File: src/hdl/lesm_pkg.sv
// Types, constants and codes shared by the stack machine modules.
package lesm_pkg;

    localparam int STACK_DEPTH = 16;
    localparam int SP_W        = $clog2(STACK_DEPTH + 1);
    localparam int IDX_W       = $clog2(STACK_DEPTH);
    localparam int DATA_W      = 64;
    localparam int DEPTH_W     = 5;
    localparam int STATUS_W    = 3;
    localparam int CMD_W       = 4;
    localparam int HALF_W      = DATA_W / 2;
    localparam int DIV_STEPS   = DATA_W;
    localparam int MUL_STEPS   = 3;
    localparam int CNT_W       = $clog2(DIV_STEPS);

    typedef enum logic [CMD_W-1:0] {
        CMD_PUSH  = 4'd0,
        CMD_STORE = 4'd1,
        CMD_ADD   = 4'd2,
        CMD_SUB   = 4'd3,
        CMD_MUL   = 4'd4,
        CMD_DIV   = 4'd5,
        CMD_AND   = 4'd6,
        CMD_OR    = 4'd7,
        CMD_XOR   = 4'd8,
        CMD_NOT   = 4'd9,
        CMD_GE    = 4'd10,
        CMD_GT    = 4'd11,
        CMD_LE    = 4'd12,
        CMD_LT    = 4'd13,
        CMD_SHL   = 4'd14,
        CMD_SHR   = 4'd15
    } t_cmd;

    typedef enum logic [STATUS_W-1:0] {
        ST_OK    = 3'd0,
        ST_UNDER = 3'd1,
        ST_DIVZ  = 3'd2,
        ST_OVER  = 3'd3,
        ST_HALT  = 3'd4
    } t_status;

    typedef enum logic [1:0] {
        ADDR_TOP,
        ADDR_NEXT,
        ADDR_SP
    } t_addr_sel;

    typedef enum logic [1:0] {
        SP_HOLD,
        SP_INC,
        SP_DEC
    } t_sp_op;

    typedef enum logic [1:0] {
        TOP_KEEP,
        TOP_RES,
        TOP_NEXT
    } t_top_sel;

    typedef enum logic [2:0] {
        S_IDLE,
        S_RD_TOP,
        S_RD_NEXT,
        S_EXEC,
        S_UNIT,
        S_FINISH
    } t_state;

    typedef struct packed {
        logic [CMD_W-1:0]  command;
        logic [DATA_W-1:0] operand;
        logic              last_command;
    } t_in_req;

    typedef struct packed {
        logic [DATA_W-1:0]   top_value;
        logic [DEPTH_W-1:0]  depth;
        logic [DATA_W-1:0]   stored_value;
        logic                store_valid;
        logic [STATUS_W-1:0] status;
        logic                expression_done;
    } t_out_res;

    // Commands from the controller to the datapath.
    typedef struct packed {
        logic      cap_in;
        logic      rd_en;
        t_addr_sel rd_sel;
        logic      cap_b;
        logic      unit_start;
        logic      res_load;
        logic      res_unit;
        logic      commit;
        logic      wr_en;
        t_addr_sel wr_sel;
        t_sp_op    sp_op;
        t_top_sel  top_sel;
        logic      store_en;
        logic      set_err;
        t_status   status;
    } t_dp_cmd;

    // Status from the datapath to the controller.
    typedef struct packed {
        t_cmd cmd;
        logic halted;
        logic sp_zero;
        logic sp_lt2;
        logic sp_full;
        logic b_zero;
        logic unit_done;
        logic out_free;
    } t_dp_stat;

endpackage

File: src/hdl/lesm_ctrl.sv
// Controller: sequences stack reads, execution and commit for one request at a time.
module lesm_ctrl (
    input  logic               i_clk,
    input  logic               i_rst_n,
    input  logic               i_in_valid,
    output logic               o_in_ready,
    input  lesm_pkg::t_dp_stat i_stat,
    output lesm_pkg::t_dp_cmd  o_cmd
);
    import lesm_pkg::*;

    t_state    r_state;
    t_state    n_state;

    t_status   d_status;
    logic      d_wr;
    t_addr_sel d_wsel;
    t_sp_op    d_spop;
    t_top_sel  d_top;
    logic      d_store;
    logic      d_unit;

    // Outcome of the current command, from the stack state before it.
    always_comb begin
        d_status = ST_OK;
        d_wr     = 1'b0;
        d_wsel   = ADDR_SP;
        d_spop   = SP_HOLD;
        d_top    = TOP_KEEP;
        d_store  = 1'b0;
        if (i_stat.halted) begin
            d_status = ST_HALT;
        end else begin
            unique case (i_stat.cmd)
                CMD_PUSH: begin
                    if (i_stat.sp_full) begin
                        d_status = ST_OVER;
                    end else begin
                        d_wr   = 1'b1;
                        d_wsel = ADDR_SP;
                        d_spop = SP_INC;
                        d_top  = TOP_RES;
                    end
                end
                CMD_STORE: begin
                    if (i_stat.sp_zero) begin
                        d_status = ST_UNDER;
                    end else begin
                        d_spop  = SP_DEC;
                        d_top   = TOP_NEXT;
                        d_store = 1'b1;
                    end
                end
                CMD_NOT: begin
                    if (i_stat.sp_zero) begin
                        d_status = ST_UNDER;
                    end else begin
                        d_wr   = 1'b1;
                        d_wsel = ADDR_TOP;
                        d_top  = TOP_RES;
                    end
                end
                default: begin
                    if (i_stat.sp_lt2) begin
                        d_status = ST_UNDER;
                    end else if (i_stat.cmd == CMD_DIV && i_stat.b_zero) begin
                        d_status = ST_DIVZ;
                    end else begin
                        d_wr   = 1'b1;
                        d_wsel = ADDR_NEXT;
                        d_spop = SP_DEC;
                        d_top  = TOP_RES;
                    end
                end
            endcase
        end
        d_unit = (d_status == ST_OK) && (i_stat.cmd inside {CMD_MUL, CMD_DIV});
    end

    always_ff @(posedge i_clk) begin
        if (!i_rst_n) begin
            r_state <= S_IDLE;
        end else begin
            r_state <= n_state;
        end
    end

    always_comb begin
        n_state          = r_state;
        o_in_ready       = 1'b0;
        o_cmd            = '0;
        o_cmd.rd_sel     = ADDR_TOP;
        o_cmd.wr_sel     = d_wsel;
        o_cmd.sp_op      = d_spop;
        o_cmd.top_sel    = d_top;
        o_cmd.store_en   = d_store;
        o_cmd.status     = d_status;
        o_cmd.set_err    = (d_status inside {ST_UNDER, ST_DIVZ, ST_OVER});
        unique case (r_state)
            S_IDLE: begin
                o_in_ready = 1'b1;
                if (i_in_valid) begin
                    o_cmd.cap_in = 1'b1;
                    n_state      = S_RD_TOP;
                end
            end
            S_RD_TOP: begin
                o_cmd.rd_en  = 1'b1;
                o_cmd.rd_sel = ADDR_TOP;
                n_state      = S_RD_NEXT;
            end
            S_RD_NEXT: begin
                o_cmd.rd_en  = 1'b1;
                o_cmd.rd_sel = ADDR_NEXT;
                o_cmd.cap_b  = 1'b1;
                n_state      = S_EXEC;
            end
            S_EXEC: begin
                if (d_unit) begin
                    o_cmd.unit_start = 1'b1;
                    n_state          = S_UNIT;
                end else begin
                    o_cmd.res_load = 1'b1;
                    n_state        = S_FINISH;
                end
            end
            S_UNIT: begin
                if (i_stat.unit_done) begin
                    o_cmd.res_load = 1'b1;
                    o_cmd.res_unit = 1'b1;
                    n_state        = S_FINISH;
                end
            end
            S_FINISH: begin
                if (i_stat.out_free) begin
                    o_cmd.commit = 1'b1;
                    o_cmd.wr_en  = d_wr;
                    n_state      = S_IDLE;
                end
            end
            default: begin
                n_state = S_IDLE;
            end
        endcase
    end

endmodule

File: config.mk
export PLATFORM = sky130hd
export DESIGN_NAME = lesm_ctrl
export DESIGN_NICKNAME = d
export VERILOG_FILES = /design/src/hdl/lesm_pkg.sv /design/src/hdl/lesm_ctrl.sv
export SDC_FILE = /design/constraint.sdc
export NUM_CORES = 1
export LEC_CHECK = 0
export ABC_CLOCK_PERIOD_IN_PS = 1310
export BUFFER_PORTS_ARGS = -buffer_cell sky130_fd_sc_hd__buf_2
export CAP_MARGIN = 20
export CORE_UTILIZATION = 40
export DETAILED_ROUTE_END_ITERATION = 8
export PLACE_DENSITY = 0.76
export SYNTH_ARGS = -nofsm -noshare
export SYNTH_HDL_FRONTEND = slang
export SYNTH_SLANG_ARGS = --single-unit
File: constraint.sdc
create_clock -name i_clk -period 1.31 [get_ports i_clk]
set_input_delay 0.0655 -clock i_clk [delete_from_list [all_inputs] [get_ports i_clk]]
set_output_delay 0.0655 -clock i_clk [all_outputs]
set_load 0.02 [all_outputs]
# [Yosys cells after proc, flatten, opt, wreduce, memory -nomap -nowiden]
# Index checks and enable logic that the tools add are counted.
[totals] elab_cells=74 ff_bits=3 output_inout_bits=22
[classes] n_reduce_logical=10 mux=48 n_eq_ne=15
[ops] cell="2-bit 2-to-1 mux" n=15
[ops] cell="1-bit 2-to-1 mux" n=21
[ops] cell="3-bit one-hot mux with 6 select lines" n=1
[ops] cell="3-bit by 2-bit equality test with 1-bit output, second input constant" n=4
[ops] cell="3-bit 2-to-1 mux" n=4
[ops] cell="2-bit one-hot mux with 3 select lines" n=2
[ops] cell="3-bit one-hot mux with 2 select lines" n=2
[ops] cell="4-bit by 3-bit equality test with 1-bit output, second input constant" n=2
[ops] cell="3-bit by 1-bit equality test with 1-bit output, second input constant" n=2
[ops] cell="3-bit equality test, second input constant" n=2
[ops] cell="3-bit zero test" n=2
[ops] cell="2-bit inequality test, second input constant" n=3
[ops] cell="4-bit by 1-bit equality test with 1-bit output, second input constant" n=1
[ops] cell="4-bit equality test, second input constant" n=1
[ops] cell="4-bit zero test" n=1
[ops] cell="2-bit one-hot mux with 2 select lines" n=1
[ops] cell="2-bit OR reduction" n=2
[ops] cell="1-bit one-hot mux with 3 select lines" n=1
[ops] cell="3-bit AND reduction" n=1
[ops] cell="3-bit nonzero test" n=1
[ops] cell="1-bit logical AND" n=2
[ops] cell="1-bit one-hot mux with 2 select lines" n=1
[ops] cell="2-bit nonzero test" n=1

# [Longest topological paths before layout]
# Gate-level depths: netlist (run 1).
[logic_depth] ltp_word=10 mapped_depth=6

# [Worst setup path before layout (run 1)]
# No wires, ideal clock.
[synth_timing] path_kind="flip-flop to output port" start="reg r_state[1]" end="out o_cmd[14] in the netlist's numbering" path_slack_ns=-0.102 arrival_ns=1.346 stages_incl_launch_ff=4 path_buffers=0 path_cell_list="dfxtp_1 nand2b_1 nor3_1 a31o_1"
[synth_lines] item="from (decl)" line_no="lesm_ctrl.sv:12" source="t_state r_state;"
[synth_lines] item="from (signal assigned)" line_no="lesm_ctrl.sv:84" source="r_state <= n_state;"
[synth_lines] item="to (decl)" line_no="lesm_ctrl.sv:8" source="output lesm_pkg::t_dp_cmd o_cmd"

==> results of run 1 <==
-- cell usage in the layout (no fill, tap or decap), types with 2 or more instances in the layout --
master and n:
nor2b_1 3, dfxtp_2 2, o21ai_1 2, a21oi_1 6, clkbuf_4 4, nor3_1 5
o31ai_1 2, nand2_1 3, buf_2 31, inv_1 4, nand2b_4 2, nand2b_1 4
buf_4 2, nor2_1 8, and2_1 2
-- through the flow --
| step | area, um2 | setup WS, ns | power [mW] |
|---|---|---|---|
| after floorplan | 541 | 0.00237 | 0.595 |
| after global placement | 666 | 0.0514 | 0.714 |
| after detailed placement | 666 | 0.0284 | 0.725 |
| after CTS | 701 | 0.000425 | 0.921 |
| after global routing | 731 | -0.0265 | 1.02 |
| final | 731 | 0.0348 | 0.952 |
-- worst paths after layout --
kind | from | endpoint | slack [ns] | depth (start not counted)
max reg2reg | r_state[1] | r_state[0] | 0.34 | 4
min | i_rst_n | r_state[1] | 0.05 | 2
max | r_state[1] | o_cmd[15] | 0.03 | 4
min reg2reg | r_state[0] | r_state[2] | 0.62 | 2
-- layer usage --
layer  routed length (um)  GRT usage, %  share of wire [%]  vias to the layer above
met2                  618          24.6                 47                       32
met3                  106          5.23                8.0                        2
met5                    0             0                  0                        -
met4                   15          5.36                1.1                        0
met1                  584          27.0                 44                      269
li1                     -             -                  -                      323
-- power breakdown --
part           internal, mW  total (mW)  switching, mW
Combinational         0.245       0.569          0.324
Clock                 0.115       0.172         0.0574
Sequential            0.131       0.211         0.0804
Total                 0.490       0.952          0.462
-- Yosys cell counts --
master | instances | area, um2
or2_1 | 1 | 6.26
or3_4 | 1 | 11.3
buf_6 | 2 | 22.5
inv_1 | 4 | 15.0
nor2b_1 | 4 | 25.0
nor4_1 | 1 | 6.26
or4_1 | 1 | 7.51
a311o_1 | 1 | 10.0
nor2_1 | 8 | 30.0
a21boi_0 | 1 | 7.51
conb_1 | 1 | 3.75
a21o_1 | 1 | 7.51
a21oi_1 | 6 | 30.0
a21oi_2 | 1 | 8.76
and2_1 | 2 | 12.5
xnor2_1 | 1 | 8.76
nand3b_4 | 1 | 20.0
nor3_1 | 7 | 35.0
nand4b_1 | 1 | 8.76
o22ai_1 | 1 | 6.26
nand2b_1 | 5 | 31.3
a211o_1 | 1 | 8.76
nand2b_4 | 1 | 13.8
buf_2 | 2 | 10.0
a31o_1 | 1 | 8.76
nand2_1 | 3 | 11.3
nand3_1 | 1 | 5.00
nand2_2 | 1 | 6.26
o21ai_0 | 1 | 5.00
dfxtp_1 | 3 | 60.1
nor4_2 | 1 | 12.5
o31ai_1 | 2 | 15.0
o21ai_1 | 2 | 10.0
buf_4 | 5 | 37.5
a211oi_1 | 1 | 7.51
-- cells by family (layout without fill, tap and decap cells) --
family / after synthesis / in the layout / synth area share, %
DFF: 3 / 3 / 11.4
buffers and inverters: 13 / 43 / 16.2
AOI/OAI and AO/OA: 19 / 19 / 23.8
xor gates and xnor gates: 1 / 1 / 1.67
other: 1 / 1 / 0.714
and+or+nand+nor: 39 / 39 / 46.2
-- cell type report --
class                           count  area [um2]
Timing Repair Buffer               35         189
Tap cell                           14        17.5
Inverter                            4        15.0
Clock buffer                        4        26.3
Multi-Input combinational cell     60         417
Fill cell                         113         425
Sequential cell                     3        66.3
-- worst max-delay path, cell delays in order, from the launching register on --
cell     delay, ns
dfxtp_2       0.39
nor2b_4       0.20
nand2_1       0.10
nor2_1        0.12
buf_4         0.16
-- repair_timing --
item / in CTS / in global routing
resized for setup: 5 / 8
setup endpoints to repair: 6 / 5
pin swaps: 0 / 2
cloned: 0 / 0
==> reports/metrics.csv, run 1 <==
stage,metric,value,unit
pwr,worst IR drop on VDD,1.13,mV
clock_tree,"CTS clk-pin slew, worst paths",0.04,ns
timing,post-route fraction of the period consumed by the critical path,97.3,%
floorplanning,full die area,1460,um2
worst_hold_path,type of the most critical hold path,input pin to register,
logic_synthesis,Synth Instances,76,
clock_tree,post-CTS setup buffer count,0,
clock_tree,number of buffers created by CTS,3,
critical_path,Crit Path Class,register to output pin,
global_route,via count of the first global-routing pass,445,
floorplanning,number of top-level design ports,36,
global_route,wire length of the first global-routing pass,1870,um
logic_synthesis,area of the mapped netlist,526,um2
placement,# placed instances,116,
clock_tree,CTS root buffer,clkbuf_4,
critical_path,biggest fanout along the worst timing path,6,
clock_tree,worst skew pair latency,0.24,ns
route,total wire length,1320,um
global_route,number of antenna violations at the first check in global routing,0,
logic_synthesis,sequential-to-total area share from yosys stat,11.4,%
final_layout,Syn-to-layout area delta,39.0,%
logic_synthesis,average cell area after synthesis,6.91,um2
floorplanning,std cell rows,12,
critical_path,worst path required time,1.24,ns
floorplanning,die span in x,38.2,um
clock_tree,Sink Count,3,
timing,setup repair after global routing missed its margin,true,
clock_tree,number of buffers between clock root and the deepest sink,2,
route,routed vias/inst,5.22,
placement,detailed-placement wirelength estimate,986,um
pwr,Power Density,1300,nW/um2
logic_synthesis,Yosys cell types,35,
placement,final weighted congestion of routability-driven global placement,0.758,
critical_path,Setup crit start kind,register,
floorplanning,effective utilization at floorplan,45.5,%
logic_synthesis,number of register bits inferred by synthesis,3,
timing,final setup violating endpoints,0,
timing,Final TNS setup,0,ns
timing,Setup Skew,0.00550,ns
job,MaxCap Viol Count,0,
route,antenna violation net count after detailed routing,0,
outcome,run status,"complete, no violations",
clock_tree,H-tree depth,1,
route,Pre-Repair DR Iteration Count,4,
logic_synthesis,yosys warns,0,
critical_path,critical path endpoint category,output pin,
final_layout,final std cells w/o fill,120,
clock_tree,clock tree from TritonCTS,done,
global_route,maximum number of pins on one net before global-route repair,12,
final_layout,largest registers,r_state (3),
final_layout,final antenna diode count,0,
timing,"Slew Viols, Final",0,
route,drt first-iter violations,19,
route,post-route DRC violation count,0,
clock_tree,Post-CTS Hold Fix Bufs,0,
route,total number of vias,626,
placement,Port Buffers,34,
floorplanning,core box area,1160,um2
timing,number of failing hold endpoints at the final stage,0,
final_layout,flip-flop count of the largest register after layout,3,
timing,Worst Hold Margin,0.0509,ns
route,average wire per cell in the routed design,11.0,um
critical_path,"Arr. time, crit path",1.21,ns
timing,crit path time final,1.28,ns
final_layout,layout cells sized above 1,49.1,%
pwr,Static Leakage,0.353,nW
timing,Fmax achieved,784,MHz
floorplanning,height of the die,38.2,um
global_route,global-route usage over all layers,18.1,%
global_route,GRT Residual Overflow,0,
final_layout,register with the highest flop count,r_state,
final_layout,final cell utilization of the core,63.2,%
logic_synthesis,syn nets,90,
final_layout,final net count,121,
(Power assumes the default switching activity.)
==> inputs of run 2 (changes only) <==
RECOVER_POWER = 25   (was unset)
==> run 2 against run 1 <==
  * Worst hold slack is the same
  * Global-route usage is the same
  * Largest cell class unchanged
  * Count of clock-buffer cells in the layout is the same
  * Setup slack is the same
  * Cell area shrank 0.17%
==> reports/metrics.csv, run 2 (synthesized netlist as in run 1, its figures left out) <==
stage,metric,value,unit,change
floorplanning,std cell rows,12,,unchanged
final_layout,area of the multi-input gates,417,um2,unchanged
floorplanning,effective utilization at floorplan,45.5,%,unchanged
global_route,wire length of the first global-routing pass,1870,um,unchanged
route,antenna violation net count after detailed routing,0,,unchanged
final_layout,Reg area,66.3,um2,unchanged
final_layout,"commonest cells after routing, fill and taps aside","buf_2, nor2_1, a21oi_1",,
critical_path,CP Depth,4,,unchanged
critical_path,Setup crit start kind,register,,
clock_tree,"CTS clk-pin slew, worst paths",0.04,ns,about the same
clock_tree,number of buffers between clock root and the deepest sink,2,,unchanged
critical_path,critical path launch point,r_state[1],,
floorplanning,die span in x,38.2,um,unchanged
timing,Final TNS setup,0,ns,unchanged
critical_path,worst path required time,1.24,ns,about the same
global_route,global-route usage over all layers,18.1,%,unchanged
critical_path,number of buffer and inverter stages on the critical path,1,,unchanged
critical_path,launching point of the worst reg2reg path,r_state[1],,
critical_path,endpoint of the most critical register-to-register path,r_state[0],,
critical_path,crit path cell chain,"nor2b_4, nand2_1, nor2_1, buf_4",,
route,routed vias/inst,5.22,,unchanged
critical_path,cell at the slowest stage of the critical path,dfxtp_2,,
timing,Setup Skew,0.00550,ns,unchanged
pwr,Power Density,1300,nW/um2,+0.12%
pwr,switching share of power,48.5,%,about the same
critical_path,biggest fanout along the worst timing path,6,,unchanged
outcome,run status,"complete, no violations",,
clock_tree,CTS root buffer,clkbuf_4,,
timing,crit path time final,1.28,ns,unchanged
clock_tree,Sink Count,3,,unchanged
route,drt first-iter violations,18,,-1
global_route,via count of the first global-routing pass,445,,unchanged
final_layout,register with the highest flop count,r_state,,
global_route,number of antenna violations at the first check in global routing,0,,unchanged
route,total number of vias,626,,unchanged
timing,final setup violating endpoints,0,,unchanged
final_layout,flip-flop count of the largest register after layout,3,,unchanged
route,Pre-Repair DR Iteration Count,4,,unchanged
clock_tree,worst skew pair latency,0.24,ns,about the same
clock_tree,number of buffers created by CTS,3,,unchanged
pwr,worst IR drop on VDD,1.13,mV,about the same
global_route,maximum number of pins on one net before global-route repair,12,,unchanged
critical_path,stage delay of the slowest cell on the critical path,0.39,ns,about the same
final_layout,largest registers,r_state (3),,
placement,Port Buffers,34,,unchanged
timing,setup repair after global routing missed its margin,true,,
critical_path,critical path endpoint category,output pin,,
final_layout,filler cell count,114,,+0.88%
critical_path,end of the critical path,o_cmd[15],,
global_route,GRT Residual Overflow,0,,unchanged
final_layout,final antenna diode count,0,,unchanged
placement,final weighted congestion of routability-driven global placement,0.758,,unchanged
route,average wire per cell in the routed design,11.0,um,about the same
critical_path,"Arr. time, crit path",1.21,ns,about the same
worst_hold_path,type of the most critical hold path,input pin to register,,
critical_path,register-to-register path setup slack,0.34,ns,about the same
route,post-route DRC violation count,0,,unchanged
floorplanning,full die area,1460,um2,unchanged
clock_tree,clock tree from TritonCTS,done,,
pwr,total internal power,0.490,mW,about the same
pwr,register share of total power,22.2,%,about the same
pwr,Static Leakage,0.351,nW,-0.78%
floorplanning,height of the die,38.2,um,unchanged
final_layout,final cell utilization of the core,63.1,%,-0.11 points
timing,"Slew Viols, Final",0,,unchanged
job,MaxCap Viol Count,0,,unchanged
critical_path,depth of the most critical reg-to-reg path,4,,unchanged
floorplanning,number of top-level design ports,36,,unchanged
clock_tree,Post-CTS Hold Fix Bufs,0,,unchanged
route,total wire length,1320,um,about the same
timing,Fmax achieved,784,MHz,unchanged
critical_path,Crit Path Class,register to output pin,,
pwr,share of power burned in the clock network,18.1,%,about the same
final_layout,Syn-to-layout area delta,38.8,%,
timing,number of failing hold endpoints at the final stage,0,,unchanged
pwr,share of power burned in combinational logic,59.7,%,about the same
final_layout,final net count,121,,unchanged
timing,post-route fraction of the period consumed by the critical path,97.3,%,unchanged
final_layout,layout cells sized above 1,48.1,%,-0.94 points
critical_path,top cell family by delay on the critical path,simple AND/OR/NAND/NOR gates,,
clock_tree,H-tree depth,1,,unchanged
placement,detailed-placement wirelength estimate,986,um,unchanged
pwr,Switch Pwr,0.462,mW,about the same
floorplanning,core box area,1160,um2,unchanged
final_layout,"commonest non-fill, non-tap cell in the layout",buf_2,,
==> run 2: cell types whose count changed in the layout (fill, tap and decap cells not counted) <==
cell	change
clkbuf_1	+1
buf_2	-1
==> run 2: worst min-delay path by stage <==
stage	startpoint	to	slack [ns]	depth (start not counted)
6_report	i_rst_n	r_state[1]	0.05	2
2_1_floorplan	i_stat[6]	o_cmd[0]	0.18	1
4_1_cts	i_rst_n	r_state[1]	0.05	2
3_5_place_dp	i_rst_n	r_state[1]	0.31	2
5_1_grt	i_rst_n	r_state[1]	0.07	2
3_3_place_gp	i_rst_n	r_state[1]	0.30	2
==> run 2: power by group through the flow <==
stage,sequential [mW],combinational (mW),clock (mW)
3_5_place_dp,0.193,0.531,0
6_report,0.211,0.568,0.172
5_1_grt,0.220,0.613,0.192
3_3_place_gp,0.189,0.525,0
4_1_cts,0.199,0.541,0.181
2_1_floorplan,0.149,0.446,0
==> run 2: per-stage QoR <==
| stage | hold slack [ns] | worst slack [ns] | area (um2) | cells | power (mW) |
|---|---|---|---|---|---|
| finish | 0.0509 | 0.0348 | 729 | 120 | 0.951 |
| global route | 0.0676 | -0.0265 | 729 | 120 | 1.02 |
| CTS | 0.0482 | 0.000425 | 701 | 120 | 0.921 |
| detailed placement | 0.306 | 0.0284 | 666 | 116 | 0.725 |
| global placement | 0.297 | 0.0514 | 666 | 116 | 0.714 |
| floorplan | 0.177 | 0.00237 | 541 | 76 | 0.595 |
==> run 2: metal layers <==
layer  share of wire, %  up-vias  track usage [%]  routed length [um]
li1                   -      323                -                   -
met1                 44      269             27.0                 583
met2                 47       32             24.6                 618
met3                7.9        2             5.23                 105
met4                1.1        0             5.36                  15
met5                  0        -                0                   0
==> run 2: area by class of cell <==
cell class | instances | share of cell area (%)
clock buffers | 4 | 3.60
inverters | 4 | 2.06
multi-input cells | 60 | 57.1
flip-flops and latches | 3 | 9.09
well taps | 14 | 2.40
repair buffers | 35 | 25.7
==> run 2: repair_timing <==
item	CTS	global route
setup endpoints to repair	6	5
gates resized for setup	5	8
pin swaps	0	2
buffers inserted	0	0
==> run 2: worst reg2reg max path, delay by kind of cell (launching register included) <==
family | cells | cell delay (ns)
and+or+nand+nor | 2 | 0.25
AOI/OAI and AO/OA | 2 | 0.21
DFF | 1 | 0.39
